$ cat src/sv/wft_pkg.sv
// ----------------------------------------------------------------------------
// wft_pkg: shared types and constants of the wrench frame transform
// Fixed-point widths, status codes, register indexes and the stage records
// that travel between the calibration lanes, rotation lanes and merge stage.
// ----------------------------------------------------------------------------
package wft_pkg;

  localparam int RAW_W    = 20;  // raw channel and bias, Q14.6
  localparam int DIF_W    = 21;  // raw - bias
  localparam int COEF_W   = 16;  // rotation, scale and offset entries
  localparam int SCL_W    = 17;  // scale with sign folded in
  localparam int CAL_W    = 38;  // calibrated channel, Q.19
  localparam int PROD_W   = 54;  // rotation entry * calibrated channel
  localparam int SUM_W    = 56;  // sum of three products, Q.33
  localparam int ROT_SH   = 27;  // Q.33 -> Q.6
  localparam int ROT_W    = 30;  // rotated force or moment, Q.6
  localparam int OFS_SH   = 13;  // Q.19 -> Q.6
  localparam int XP_W     = 46;  // offset * rotated force
  localparam int XD_W     = 47;  // difference of two cross products
  localparam int XR_W     = 34;  // rounded cross term
  localparam int TOT_W    = 35;  // moment plus cross term
  localparam int OUT_W    = 32;  // Q25.6 result
  localparam int STAMP_W  = 48;
  localparam int CFG_W    = 60;
  localparam int IDX_W    = 3;
  localparam int AXES     = 3;
  localparam int CHANNELS = 6;
  localparam int NEG_BIT  = 48;
  localparam int CFG_BIT  = 49;

  localparam logic [47:0] ROT_X_RST   = 48'd16384;
  localparam logic [47:0] ROT_Y_RST   = 48'd1073741824;
  localparam logic [47:0] ROT_Z_RST   = 48'd70368744177664;
  localparam logic [47:0] SCALE_RST   = 48'd35184908967936;
  localparam logic [59:0] BIAS_RST    = 60'd0;
  localparam logic [49:0] OFS_CTL_RST = 50'd0;

  typedef enum logic [1:0] {
    ST_OK      = 2'd0,
    ST_NOCFG   = 2'd1,
    ST_INVALID = 2'd2,
    ST_OVF     = 2'd3
  } status_e;

  typedef enum logic [IDX_W-1:0] {
    REG_ROT_X   = 3'd0,
    REG_ROT_Y   = 3'd1,
    REG_ROT_Z   = 3'd2,
    REG_SCALE_F = 3'd3,
    REG_SCALE_M = 3'd4,
    REG_BIAS_F  = 3'd5,
    REG_BIAS_M  = 3'd6,
    REG_OFS_CTL = 3'd7
  } cfg_reg_e;

  typedef logic signed [CAL_W-1:0] cal_t;
  typedef logic signed [ROT_W-1:0] rot_t;

  typedef struct packed {
    logic               vld;
    status_e            status;
    logic [STAMP_W-1:0] stamp;
  } side_t;

  typedef struct packed {
    logic                            done;
    logic [CHANNELS-1:0][OUT_W-1:0]  wrench;
    logic                            valid;
    status_e                         status;
    logic [STAMP_W-1:0]              stamp;
  } result_t;

endpackage

$ cat src/sv/wft_cal_lane.sv
// ----------------------------------------------------------------------------
// wft_cal_lane: calibration of one channel
// Two stages: bias removal with sign folded into the scale, then the
// scale multiply giving the calibrated channel in Q.19.
// ----------------------------------------------------------------------------
module wft_cal_lane (
  input  logic                                clk_i,
  input  logic signed [wft_pkg::RAW_W-1:0]    raw_i,
  input  logic signed [wft_pkg::RAW_W-1:0]    bias_i,
  input  logic signed [wft_pkg::COEF_W-1:0]   scale_i,
  input  logic                                neg_i,
  output wft_pkg::cal_t                       cal_o
);
  import wft_pkg::*;

  logic signed [DIF_W-1:0] dif_q;
  logic signed [SCL_W-1:0] scl_q;
  cal_t                    cal_q;

  always_ff @(posedge clk_i) begin
    dif_q <= DIF_W'(raw_i) - DIF_W'(bias_i);
    scl_q <= neg_i ? -SCL_W'(scale_i) : SCL_W'(scale_i);
    cal_q <= dif_q * scl_q;
  end

  assign cal_o = cal_q;

endmodule

$ cat config.mk
export PLATFORM = sky130hd
export DESIGN_NAME = wft_cal_lane
export DESIGN_NICKNAME = d
export VERILOG_FILES = /design/src/sv/wft_pkg.sv /design/src/sv/wft_cal_lane.sv
export SDC_FILE = /design/constraint.sdc
export NUM_CORES = 1
export LEC_CHECK = 0
export ABC_AREA = 1
export BUFFER_PORTS_ARGS = -buffer_cell sky130_fd_sc_hd__buf_2
export CAP_MARGIN = 5
export CORE_MARGIN = 2
export CORE_UTILIZATION = 40
export DETAILED_ROUTE_END_ITERATION = 16
export MAX_ROUTING_LAYER = met4
export SLEW_MARGIN = 15
export SYNTH_ARGS = -nofsm -noshare
export SYNTH_HDL_FRONTEND = slang
export SYNTH_SLANG_ARGS = --single-unit
$ cat constraint.sdc
create_clock -name clk_i -period 11.53 [get_ports clk_i]
set_clock_uncertainty 0.05 [all_clocks]
set_input_delay 1.153 -clock clk_i [delete_from_list [all_inputs] [get_ports clk_i]]
set_output_delay 1.153 -clock clk_i [all_outputs]
set_load 0.01 [all_outputs]
Yosys cells after proc, flatten, opt, wreduce, memory -nomap -nowiden
Cells that the tools add are included.

storage, ports and cells
  output and inout bits = 38
  bits of input ports = 58
  logic and storage cells = 7
  bits in registers = 76

cells by class
  multipliers = 1
  add/sub/neg operators = 2
  multiplexer cells = 1

operator list
  kind            count
  $mul 21x17->38  1
  $sub 20x20->21  1
  $mux 17         1
  $neg 16->17     1

Longest topological paths before layout
Gate-level depths: netlist of the first run.

  word-level depth = 2
  depth in mapped cells = 29
  gate-level depth less buffers = 27

Worst setup path before layout of the first run
No wires, ideal clock.

  path type = register -> register
  start = register dif_q[20]
  end = register cal_q[36] (netlist: cal_o[36])
  path slack = 5.950 ns
  data required time = 11.368 ns
  arrival = 5.418 ns
  buffers on the path = 2
  period minus slack after synthesis = 5.580 ns
  cell stages (with the launch flop) = 23
  library setup time = 0.112 ns
  cells stage by stage = dfxtp_1 clkbuf_1 clkbuf_1 nand2_1 fa_1 inv_1 fa_1 inv_1 fa_1 inv_1 fa_1 inv_1 fa_1 fa_1 inv_1 ha_1 inv_1 nor3_1 nand2_1 nor2_1 nand2_2 nand3_1 nand2_1

between the ends
  cells in the longest elaborated chain, start to end = 1

ends and longest elaborated chain
  what                      line                text
  start: declaration        wft_cal_lane.sv:16  logic signed [DIF_W-1:0] dif_q;
  start signal: assignment  wft_cal_lane.sv:21  dif_q <= DIF_W'(raw_i) - DIF_W'(bias_i);
  $mul 21x17->38            wft_cal_lane.sv:23  cal_q <= dif_q * scl_q;
  end signal: assignment    wft_cal_lane.sv:23
  end: declaration          wft_cal_lane.sv:18  cal_t cal_q;

Every way passes these cells.

Final worst setup path of the first run
  start = register scl_q[5]
  end = register cal_q[35] (netlist: cal_o[35])

between the ends
  cells in the longest elaborated chain, start to end = 1

ends and longest elaborated chain
  what                      line                text
  start: declaration        wft_cal_lane.sv:17  logic signed [SCL_W-1:0] scl_q;
  start signal: assignment  wft_cal_lane.sv:22  scl_q <= neg_i ? -SCL_W'(scale_i) : SCL_W'(scale_i);
  $mul 21x17->38            wft_cal_lane.sv:23

Every way passes these cells.

==> metrics.csv, run 1 <==
stage;metric;value;unit
finish;share of layout cells above drive strength 1;0.07475;
worst_setup_path;crit path kind;reg -> reg;
routing;total number of vias;13320;
logic_synthesis;library cells used by synthesis;39;
clock_network;maximum clock path buffer count;2;
logic_synthesis;mux cell area share after synthesis;0;
clock_network;Setup Buffers After CTS;0;
timing;Slew HR;0.2747;
floorplanning;row count;75;
clock_network;cts repair resizes;0;
clock_network;CTS Sinks;76;
floorplanning;initial core utilization;0.4068;
floorplanning;DIE HEIGHT;210.8;um
routing;wire length per cell;15.18;um
worst_setup_path;Cell Chain, Critical Path;nand2_1, fa_1, inv_1, fa_1, inv_1, fa_1, inv_1, fa_1, inv_1, fa_1, inv_1, fa_1, ha_1, nand2_1, nor2_1, nand2_1, nor4_1, nand2_1, nand3_1, nand2_1;
floorplanning;Die ar.;0.04442;mm2
timing;Max Clk Rate;156.5;MHz
timing;Final Hold Fails;0;
routing;residual DRC count;0;
worst_setup_path;Worst Path Max Fanout;21;
worst_setup_path;WP data arrival;6.60;ns
placed_design;port bufs;95;
logic_synthesis;#FFs+latches synth;76;
clock_network;worst skew pair latency;0.37;ns
worst_setup_path;CP max stage delay;0.97;ns
clock_network;htree depth;3;
clock_network;CTS root buffer;clkbuf_16;
logic_synthesis;simple-gate portion of the synthesized area;0.1872;
routing;antenna-violating nets left;0;
finish;commonest non-fill, non-tap cells in the layout;653 x inv_1, 580 x nand2_1, 357 x fa_1, 114 x ha_1, 95 x buf_2;
timing;Setup violations, final;0;
worst_setup_path;Bufs and invs on worst path;5;
grt;largest net degree at the start of global routing;23;
logic_synthesis;main flop type after synthesis;dfxtp_1;
finish;most common cell after layout, fill and taps aside;inv_1;
floorplanning;die span in x;210.8;um
finish;Area Overhead vs Synth;7.272;%
timing;Worst-Margin Slew;1.086;ns
worst_setup_path;CP top delay family;adder cells;
routing;First-pass DRT Iterations;5;
clock_network;number of CTS-inserted buffers;9;
timing;Tcrit/Tclk final;0.5543;
worst_setup_path;critical path's slowest cell;dfxtp_1;
timing;min Tclk post-route;6.391;ns
floorplanning;Top-Level Pins;96;
logic_synthesis;Post-Synth Adder-Cell Area;0.5013;
min_path;Hold Crit Class;reg -> reg;
floorplanning;core box area;0.04204;mm2
finish;FILL cells;4311;
logic_synthesis;Ys Warns;0;
placed_design;DPL Wire Length;36040;um
timing;RSZ-0062 raised after global routing;false;
logic_synthesis;Syn Nets;2752;
clock_network;Post-CTS Hold Buffers;0;
logic_synthesis;XOR/XNOR Fraction of Synth Area;0.02356;
grt;vias in the first global route;14670;
worst_setup_path;CP required;11.74;ns
logic_synthesis;mapped cell area;0.01710;mm2
grt;grt ovf;0;
logic_synthesis;sequential area share after synthesis;0.08897;
grt;GRT Total Usage;0.2170;
worst_setup_path;CP endpoint kind;register;
logic_synthesis;main combinational cell family by area after synthesis;adder cells;
routing;initial drt markers;702;
logic_synthesis;Mean Syn Cell Area;7.693;um2
grt;initial antenna violation count;1;
logic_synthesis;EDFF count, synth;0;
run_status;status;finished, final reports clean;
logic_synthesis;Post-Synthesis Cells;2223;
worst_setup_path;nature of the critical path startpoint;register;
finish;nets;2785;
timing;Slew Viols, Final;0;
grt;first-pass GRT wire length;72940;um
logic_synthesis;Synth Area in Compound Gates;0.03746;
logic_synthesis;Async SR Flop Fraction;0;
clock_network;clk slew on worst S/H paths;0.06;ns
run;max cap viols;0;
placed_design;GPL Wtd Cong;0.8911;
worst_setup_path;most used cell, CP;fa_1;
routing;Routed Wire Length;42530;um
timing;TNS Setup;0;ns
clock_network;CTS tree;built;
routing;Vias per Instance;4.754;
==> layer usage <==
layer / vias to the layer above / share of wire / GRT usage
met5: - / 0 / -
met4: 0 / 0.034 / 0.07965
met3: 72 / 0.036 / 0.02260
met2: 267 / 0.51 / 0.3812
met1: 6609 / 0.42 / 0.2584
li1: 6368 / - / -
==> synthesized netlist by cell type (all sizes together), types with 2 or more instances <==
cell type / count / share of area
a21boi: 2 / 0.00088
a21o: 5 / 0.0022
a21oi: 59 / 0.018
a31oi: 2 / 0.00073
clkbuf: 77 / 0.017
dfxtp: 76 / 0.089
fa: 357 / 0.42
ha: 114 / 0.083
inv: 659 / 0.14
nand2: 598 / 0.13
nand3: 52 / 0.016
nand3b: 2 / 0.00088
nand4: 11 / 0.0040
nor2: 95 / 0.023
nor3: 11 / 0.0041
nor4: 2 / 0.00073
o21a: 2 / 0.00088
o21ai: 37 / 0.012
o21bai: 4 / 0.0020
or2: 7 / 0.0026
xnor2: 4 / 0.0020
xor2: 42 / 0.022
==> cells by family (layout without fill, tap and decap cells) <==
group,Yosys count,after routing
fa+ha+maj,471,471
compound gates,112,112
other cells,0,1
simple gates,782,782
xor+xnor,46,46
flops,76,76
buf+inv,736,774
==> through the flow <==
| step | utilization | instances | hold slack, ns | cell area, um2 | setup slack [ns] |
|---|---|---|---|---|---|
| after floorplan | - | 2223 | 0.5173 | 17100 | 5.950 |
| after CTS | 0.4363 | 2800 | 0.6659 | 18340 | 5.077 |
| after global placement | 0.4280 | 2784 | 0.6696 | 17990 | 5.154 |
| final | 0.4364 | 2801 | 0.6619 | 18350 | 5.139 |
| after detailed placement | 0.4280 | 2784 | 0.6630 | 17990 | 5.094 |
| after global routing | 0.4364 | 2801 | 0.7147 | 18350 | 4.638 |
==> registers in the layout (all words and copies together), names as in the netlist <==
name / count
dif_q: 21
cal_o: 38
scl_q: 17
==> path summary, 6_finish.rpt <==
kind         startpoint        end  slack (ns)  cells after the start
min reg2reg    scl_q[0]   cal_o[0]        0.66                      3
min            scl_q[0]   cal_o[0]        0.66                      3
max            scl_q[5]  cal_o[35]        5.14                     20
max reg2reg    scl_q[5]  cal_o[35]        5.14                     20
==> worst reg2reg max path: stages (launching register included) <==
cell     delay, ns
dfxtp_1       0.97
nand2_1       0.35
fa_1          0.63
inv_1         0.07
fa_1          0.61
inv_1         0.19
fa_1          0.51
inv_1         0.05
fa_1          0.53
inv_1         0.06
fa_1          0.49
inv_1         0.05
fa_1          0.43
ha_1          0.36
nand2_1       0.12
nor2_1        0.18
nand2_1       0.11
nor4_1        0.20
nand2_1       0.16
nand3_1       0.11
nand2_1       0.07
==> area by class of cell <==
type	instances	area [um2]	share of cell area
clock inverters	5	107.6	0.005865
multi-input cells	1411	12820	0.6987
inverters	659	2474	0.1348
flip-flops and latches	76	1521	0.08294
well taps	539	674.4	0.03676
repair buffers	99	505.5	0.02755
diodes	1	2.502	0.0001364
clock buffers	11	242.7	0.01323
Power of run 1 is not shown: default switching activity piles up to over one toggle a cycle in this logic, so the estimate is an artifact.
==> inputs of run 2 (changes only) <==
Clock period 11.53 ns to 5.6 ns, I/O delays scaled along.
==> metrics.csv, run 2 (same netlist as run 1, synthesis figures left out) <==
stage;metric;value;unit;change
placed_design;GPL Wtd Cong;0.9242;;+3.7%
timing;TNS Setup;0;ns;unchanged
clock_network;number of CTS-inserted buffers;9;;unchanged
timing;Slew Viols, Final;0;;unchanged
floorplanning;Top-Level Pins;96;;unchanged
timing;RSZ-0062 raised after global routing;true;;
timing;Final Hold Fails;0;;unchanged
worst_setup_path;nature of the critical path startpoint;register;;
grt;vias in the first global route;15170;;+3.4%
finish;commonest non-fill, non-tap cells in the layout;649 x inv_1, 568 x nand2_1, 353 x fa_1, 126 x buf_4, 99 x ha_1;;
finish;Sequential Area;0.001556;mm2;+2.3%
routing;met3 wire len;1712;um;+12%
routing;wire length per cell;14.93;um;-1.7%
grt;GRT Total Usage;0.2210;;+0.004044
clock_network;htree depth;3;;unchanged
routing;First-pass DRT Iterations;5;;unchanged
routing;WL met2;22160;um;+1.3%
worst_setup_path;crit path kind;reg -> reg;;
finish;Area Overhead vs Synth;16.37;%;
run;max cap viols;0;;unchanged
finish;area taken by multi-input logic gates;0.01318;mm2;+2.8%
clock_network;maximum clock path buffer count;2;;unchanged
floorplanning;Die ar.;0.04442;mm2;unchanged
worst_setup_path;Worst Path Max Fanout;6;;-71%
finish;FILL cells;4267;;-1.0%
run_status;status;finished, final reports clean;;
routing;Routed Wire Length;43920;um;+3.3%
finish;n_diodes;0;;-1
clock_network;worst skew pair latency;0.37;ns;about the same
routing;top routing layer used;met4;;
clock_network;Post-CTS Hold Buffers;0;;unchanged
finish;nets;2927;;+5.1%
clock_network;CTS Sinks;76;;unchanged
grt;first-pass GRT wire length;74380;um;+2.0%
grt;largest net degree at the start of global routing;22;;-4.3%
placed_design;port bufs;95;;unchanged
timing;setup ws final;0.2063;ns;-4.932 ns
finish;Largest register FFs;38;;unchanged
timing;min Tclk post-route;5.394;ns;-0.9975 ns
routing;initial drt markers;685;;-2.4%
routing;antenna-violating nets left;0;;unchanged
finish;most common cell after layout, fill and taps aside;inv_1;;
grt;grt ovf;0;;unchanged
routing;residual DRC count;0;;unchanged
finish;Final Instance Area;0.01990;mm2;+8.5%
min_path;Hold Crit Class;in -> reg;;
worst_setup_path;CP endpoint kind;register;;
floorplanning;core box area;0.04204;mm2;unchanged
placed_design;pre-CTS setup slack;-0.1091;ns;-5.203 ns
clock_network;clk slew on worst S/H paths;0.06;ns;about the same
floorplanning;row count;75;;unchanged
floorplanning;initial core utilization;0.4068;;unchanged
finish;share of layout cells above drive strength 1;0.1660;;+0.09130
timing;Setup violations, final;0;;unchanged
timing;Worst-Margin Slew;0.4703;ns;-0.6162 ns
routing;met1 WL;18620;um;+5.2%
floorplanning;die span in x;210.8;um;unchanged
timing;Max Clk Rate;185.4;MHz;+18%
clock_network;CTS root buffer;clkbuf_16;;
clock_network;CTS tree;built;;
finish;Layout Utilization;0.4734;;+0.03702
routing;total number of vias;13830;;+3.9%
placed_design;DPL Wire Length;38390;um;+6.5%
timing;Slew HR;0.6846;;+0.4099
timing;Tcrit/Tclk final;0.9632;;+0.4089
placed_design;Placed Area;0.01909;mm2;+6.1%
routing;Vias per Instance;4.701;;-1.1%
floorplanning;DIE HEIGHT;210.8;um;unchanged
worst_setup_path;CP required;5.81;ns;-5.93 ns
grt;initial antenna violation count;0;;-1
worst_setup_path;WP data arrival;5.61;ns;-0.99 ns
==> run 2: cell count changes in the layout (fill, tap and decap cells not counted), moves of 9 or more <==
cell / previous run / this run
a21oi_1: 56 / 43
a21oi_2: 2 / 13
buf_12: 0 / 9
buf_4: 4 / 126
dfxtp_1: 76 / 58
dfxtp_2: 0 / 13
ha_1: 114 / 99
ha_4: 0 / 10
nand2_1: 580 / 568
nand2_2: 18 / 28
nor2_1: 87 / 72
nor2_2: 6 / 18
==> run 2: path summary, 6_finish.rpt <==
kind	start	end	slack, ns	cells past startpoint
worst max-delay path	scl_q[2]	cal_o[21]	0.21	22
worst min-delay path	scale_i[0]	scl_q[0]	0.27	1
worst max register to register	scl_q[2]	cal_o[21]	0.21	22
worst min register to register	dif_q[0]	cal_o[0]	0.68	3
==> run 2: repair_timing <==
action / 4_1_cts / 5_1_grt
cloned: 0 / 2
pin swaps: 1 / 6
setup endpoints to repair: 7 / 23
setup buffers: 0 / 7
gates resized for setup: 8 / 127
==> run 2: through the flow <==
step | std cells | hold slack (ns)
floorplan | 2223 | 0.5173
global placement | 2917 | 0.6431
detailed placement | 2917 | 0.6513
CTS | 2933 | 0.2478
global route | 2942 | 0.2527
finish | 2942 | 0.2689
==> run 2: worst max-delay path, stage by stage (launching register included) <==
cell and delay [ns]:
dfxtp_4 0.38, buf_8 0.14, nand2_1 0.08, fa_1 0.55, inv_1 0.06, fa_1 0.49
fa_1 0.53, inv_1 0.06, fa_1 0.53, inv_1 0.05, fa_1 0.47, inv_1 0.05
fa_1 0.54, inv_1 0.09, ha_4 0.30, nand2_2 0.09, buf_4 0.15, nor3_2 0.23
nand2_1 0.13, nand2b_4 0.12, nand2_2 0.06, nand3_1 0.06, nand2_1 0.06
==> run 2: cell type report <==
class | instances | area share
timing repair buffer | 241 | 0.08707
multi-input combinational | 1411 | 0.6620
sequential | 76 | 0.07821
clock buffer | 13 | 0.01308
inverter | 659 | 0.1247
clock inverter | 3 | 0.001069
tap | 539 | 0.03389
==> run 2: routing by layer <==
| metal | up-vias | global-route usage |
|---|---|---|
| met4 | 0 | 0.07844 |
| met2 | 289 | 0.3939 |
| met5 | - | - |
| met3 | 70 | 0.02364 |
| li1 | 6650 | - |
| met1 | 6820 | 0.2591 |
Power of run 2 is left out for the same reason.
==> inputs of run 3 (changes only) <==
Settings changed: ABC_AREA 1 to unset.
==> metrics.csv, run 3 <==
stage;metric;value;unit;change
logic_synthesis;EDFF count, synth;0;;unchanged
logic_synthesis;Mean Syn Cell Area;9.223;um2;+20%
logic_synthesis;library cells used by synthesis;54;;+38%
clock_network;number of CTS-inserted buffers;9;;unchanged
logic_synthesis;Synth top cells by count;408 x inv_1, 357 x fa_1, 219 x nand2_1;;
logic_synthesis;mapped cell area;0.01573;mm2;-8.0%
floorplanning;initial core utilization;0.4059;;-0.0008426
grt;grt ovf;0;;unchanged
placed_design;DPL Wire Length;33200;um;-13%
logic_synthesis;Post-Synthesis Cells;1705;;-23%
run_status;failing checks;setup timing;;
clock_network;Post-CTS Hold Buffers;0;;unchanged
clock_network;htree depth;3;;unchanged
worst_setup_path;CP endpoint kind;register;;
logic_synthesis;area fraction of the dominant cell type after synthesis;0.4545;;+0.03658
routing;First-pass DRT Iterations;5;;unchanged
timing;Tcrit/Tclk final;1.047;;+0.08387
clock_network;CTS tree;built;;
logic_synthesis;area leader, netlist;fa_1;;
floorplanning;die span in x;202.3;um;-4.0%
logic_synthesis;Ys Warns;0;;unchanged
floorplanning;Top-Level Pins;96;;unchanged
timing;Max Clk Rate;170.6;MHz;-8.0%
finish;nets;2495;;-15%
clock_network;CTS root buffer;clkbuf_16;;
logic_synthesis;Async SR Flop Fraction;0;;unchanged
timing;Slew Viols, Final;0;;unchanged
clock_network;worst skew pair latency;0.38;ns;about the same
timing;setup ws final;-0.2634;ns;-0.4696 ns
timing;Slew HR;0.6182;;-0.06641
worst_setup_path;Bufs and invs on worst path;8;;+1
finish;most common cell after layout, fill and taps aside;inv_1;;
timing;Setup violations, final;10;;+10
logic_synthesis;#FFs+latches synth;76;;unchanged
routing;Vias per Instance;4.732;;+0.66%
worst_setup_path;CP top delay family;adder cells;;
finish;Layout Utilization;0.4987;;+0.02535
worst_setup_path;nature of the critical path startpoint;register;;
timing;Final Hold Fails;0;;unchanged
worst_setup_path;Cell Chain, Critical Path;buf_6, buf_6, nand2_2, fa_1, inv_2, fa_1, fa_1, inv_2, fa_1, inv_1, fa_1, inv_1, fa_1, inv_2, ha_4, and4_4, o21a_4, o31ai_4, a2111oi_4, nand3b_1, buf_6, nand4_1, a31oi_2, xor2_1;;
worst_setup_path;crit path kind;reg -> reg;;
worst_setup_path;Worst Path Max Fanout;4;;-2
timing;TNS Setup;-1.220;ns;-1.220 ns
floorplanning;Die ar.;0.04092;mm2;-7.9%
grt;initial antenna violation count;0;;unchanged
finish;share of layout cells above drive strength 1;0.2278;;+0.06176
grt;GRT Total Usage;0.2118;;-0.009248
finish;n_diodes;0;;unchanged
placed_design;port bufs;95;;unchanged
logic_synthesis;leading cell type by number of instances after synthesis;inv_1;;
worst_setup_path;critical path's slowest cell;fa_1;;
clock_network;clk slew on worst S/H paths;0.08;ns;+0.02 ns
floorplanning;row count;72;;-4.0%
routing;residual DRC count;0;;unchanged
finish;Area Overhead vs Synth;22.86;%;
grt;first-pass GRT wire length;65990;um;-11%
min_path;Hold Crit Class;in -> reg;;
timing;RSZ-0062 raised after global routing;true;;
worst_setup_path;CP required;5.85;ns;+0.04 ns
routing;wire length per cell;15.46;um;+3.5%
logic_synthesis;sequential area share after synthesis;0.09675;;+0.007787
finish;Largest register FFs;38;;unchanged
floorplanning;DIE HEIGHT;202.3;um;-4.0%
routing;antenna-violating nets left;0;;unchanged
logic_synthesis;main area contributors after synthesis;fa_1 45%, inv_1 9.7%, dfxtp_1 9.7%;;
worst_setup_path;WP data arrival;6.12;ns;+0.51 ns
grt;vias in the first global route;13220;;-13%
logic_synthesis;Syn Nets;2234;;-19%
floorplanning;core box area;0.03874;mm2;-7.9%
worst_setup_path;most used cell, CP;fa_1;;
routing;Routed Wire Length;38470;um;-12%
grt;largest net degree at the start of global routing;19;;-14%
worst_setup_path;CP max stage delay;0.52;ns;-0.03 ns
clock_network;maximum clock path buffer count;2;;unchanged
routing;initial drt markers;557;;-19%
timing;Worst-Margin Slew;0.5719;ns;+0.1017 ns
finish;commonest non-fill, non-tap cells in the layout;398 x inv_1, 351 x fa_1, 210 x nand2_1, 185 x buf_4, 146 x and2_1;;
run_status;status;finished with violations;;
routing;total number of vias;11780;;-15%
logic_synthesis;main flop type after synthesis;dfxtp_1;;
run;max cap viols;0;;unchanged
placed_design;GPL Wtd Cong;0.8792;;-4.9%
timing;min Tclk post-route;5.863;ns;+0.4696 ns
clock_network;CTS Sinks;76;;unchanged
[run 3: worst paths after layout]
path	start	endpoint	slack [ns]	depth (start not counted)
worst min register to register	scl_q[1]	cal_o[1]	0.69	2
worst max register to register	scl_q[5]	cal_o[34]	-0.26	24
worst max-delay path	scl_q[5]	cal_o[34]	-0.26	24
worst min-delay path	scale_i[0]	scl_q[0]	0.28	1
[run 3: metal layers]
metal / part of all wire / up-vias / wire length, um / GRT usage
met3: 0.029 / 55 / 1109 / 0.01999
met1: 0.40 / 5956 / 15490 / 0.2460
met5: 0 / - / 0 / -
met2: 0.53 / 213 / 20570 / 0.3817
li1: - / 5553 / - / -
met4: 0.034 / 0 / 1297 / 0.07430
[run 3: timing repair]
action | in CTS | in global routing
endpoints found under the setup margin | 25 | 26
pin swaps | 33 | 32
gates cloned | 0 | 0
resized for setup | 120 | 50
buffers inserted | 14 | 10
[run 3: stage by stage]
stage          area [um2]  hold WS (ns)  instances  setup WS (ns)
4_1_cts             19030        0.2588       2479        -0.1567
3_3_place_gp        18190        0.6511       2449        -0.5043
6_report            19320        0.2779       2489        -0.2634
3_5_place_dp        18190        0.6458       2449        -0.6345
5_1_grt             19320        0.2740       2489        -0.4714
2_1_floorplan       15820        0.4521       1705       0.006201
[run 3: area by class of cell]
| class | count | area (um2) |
|---|---|---|
| clock buffer | 10 | 229.0 |
| clock inverter | 6 | 71.32 |
| fill | 3661 | 19420 |
| inverter | 409 | 1538 |
| multi-input combinational | 1159 | 12940 |
| sequential | 76 | 1595 |
| tap | 518 | 648.1 |
| timing repair buffer | 311 | 2298 |
[run 3: kinds of logic after synthesis]
kind of cell,share of synthesized area
adder cells (fa/ha/maj),0.5452
flip-flops,0.09675
AND/OR/NAND/NOR,0.1503
XOR/XNOR,0.03676
buffers and inverters,0.1123
AO/OA/AOI/OAI,0.05801
multiplexers,0.0006366
Power of run 3 is left out for the same reason.
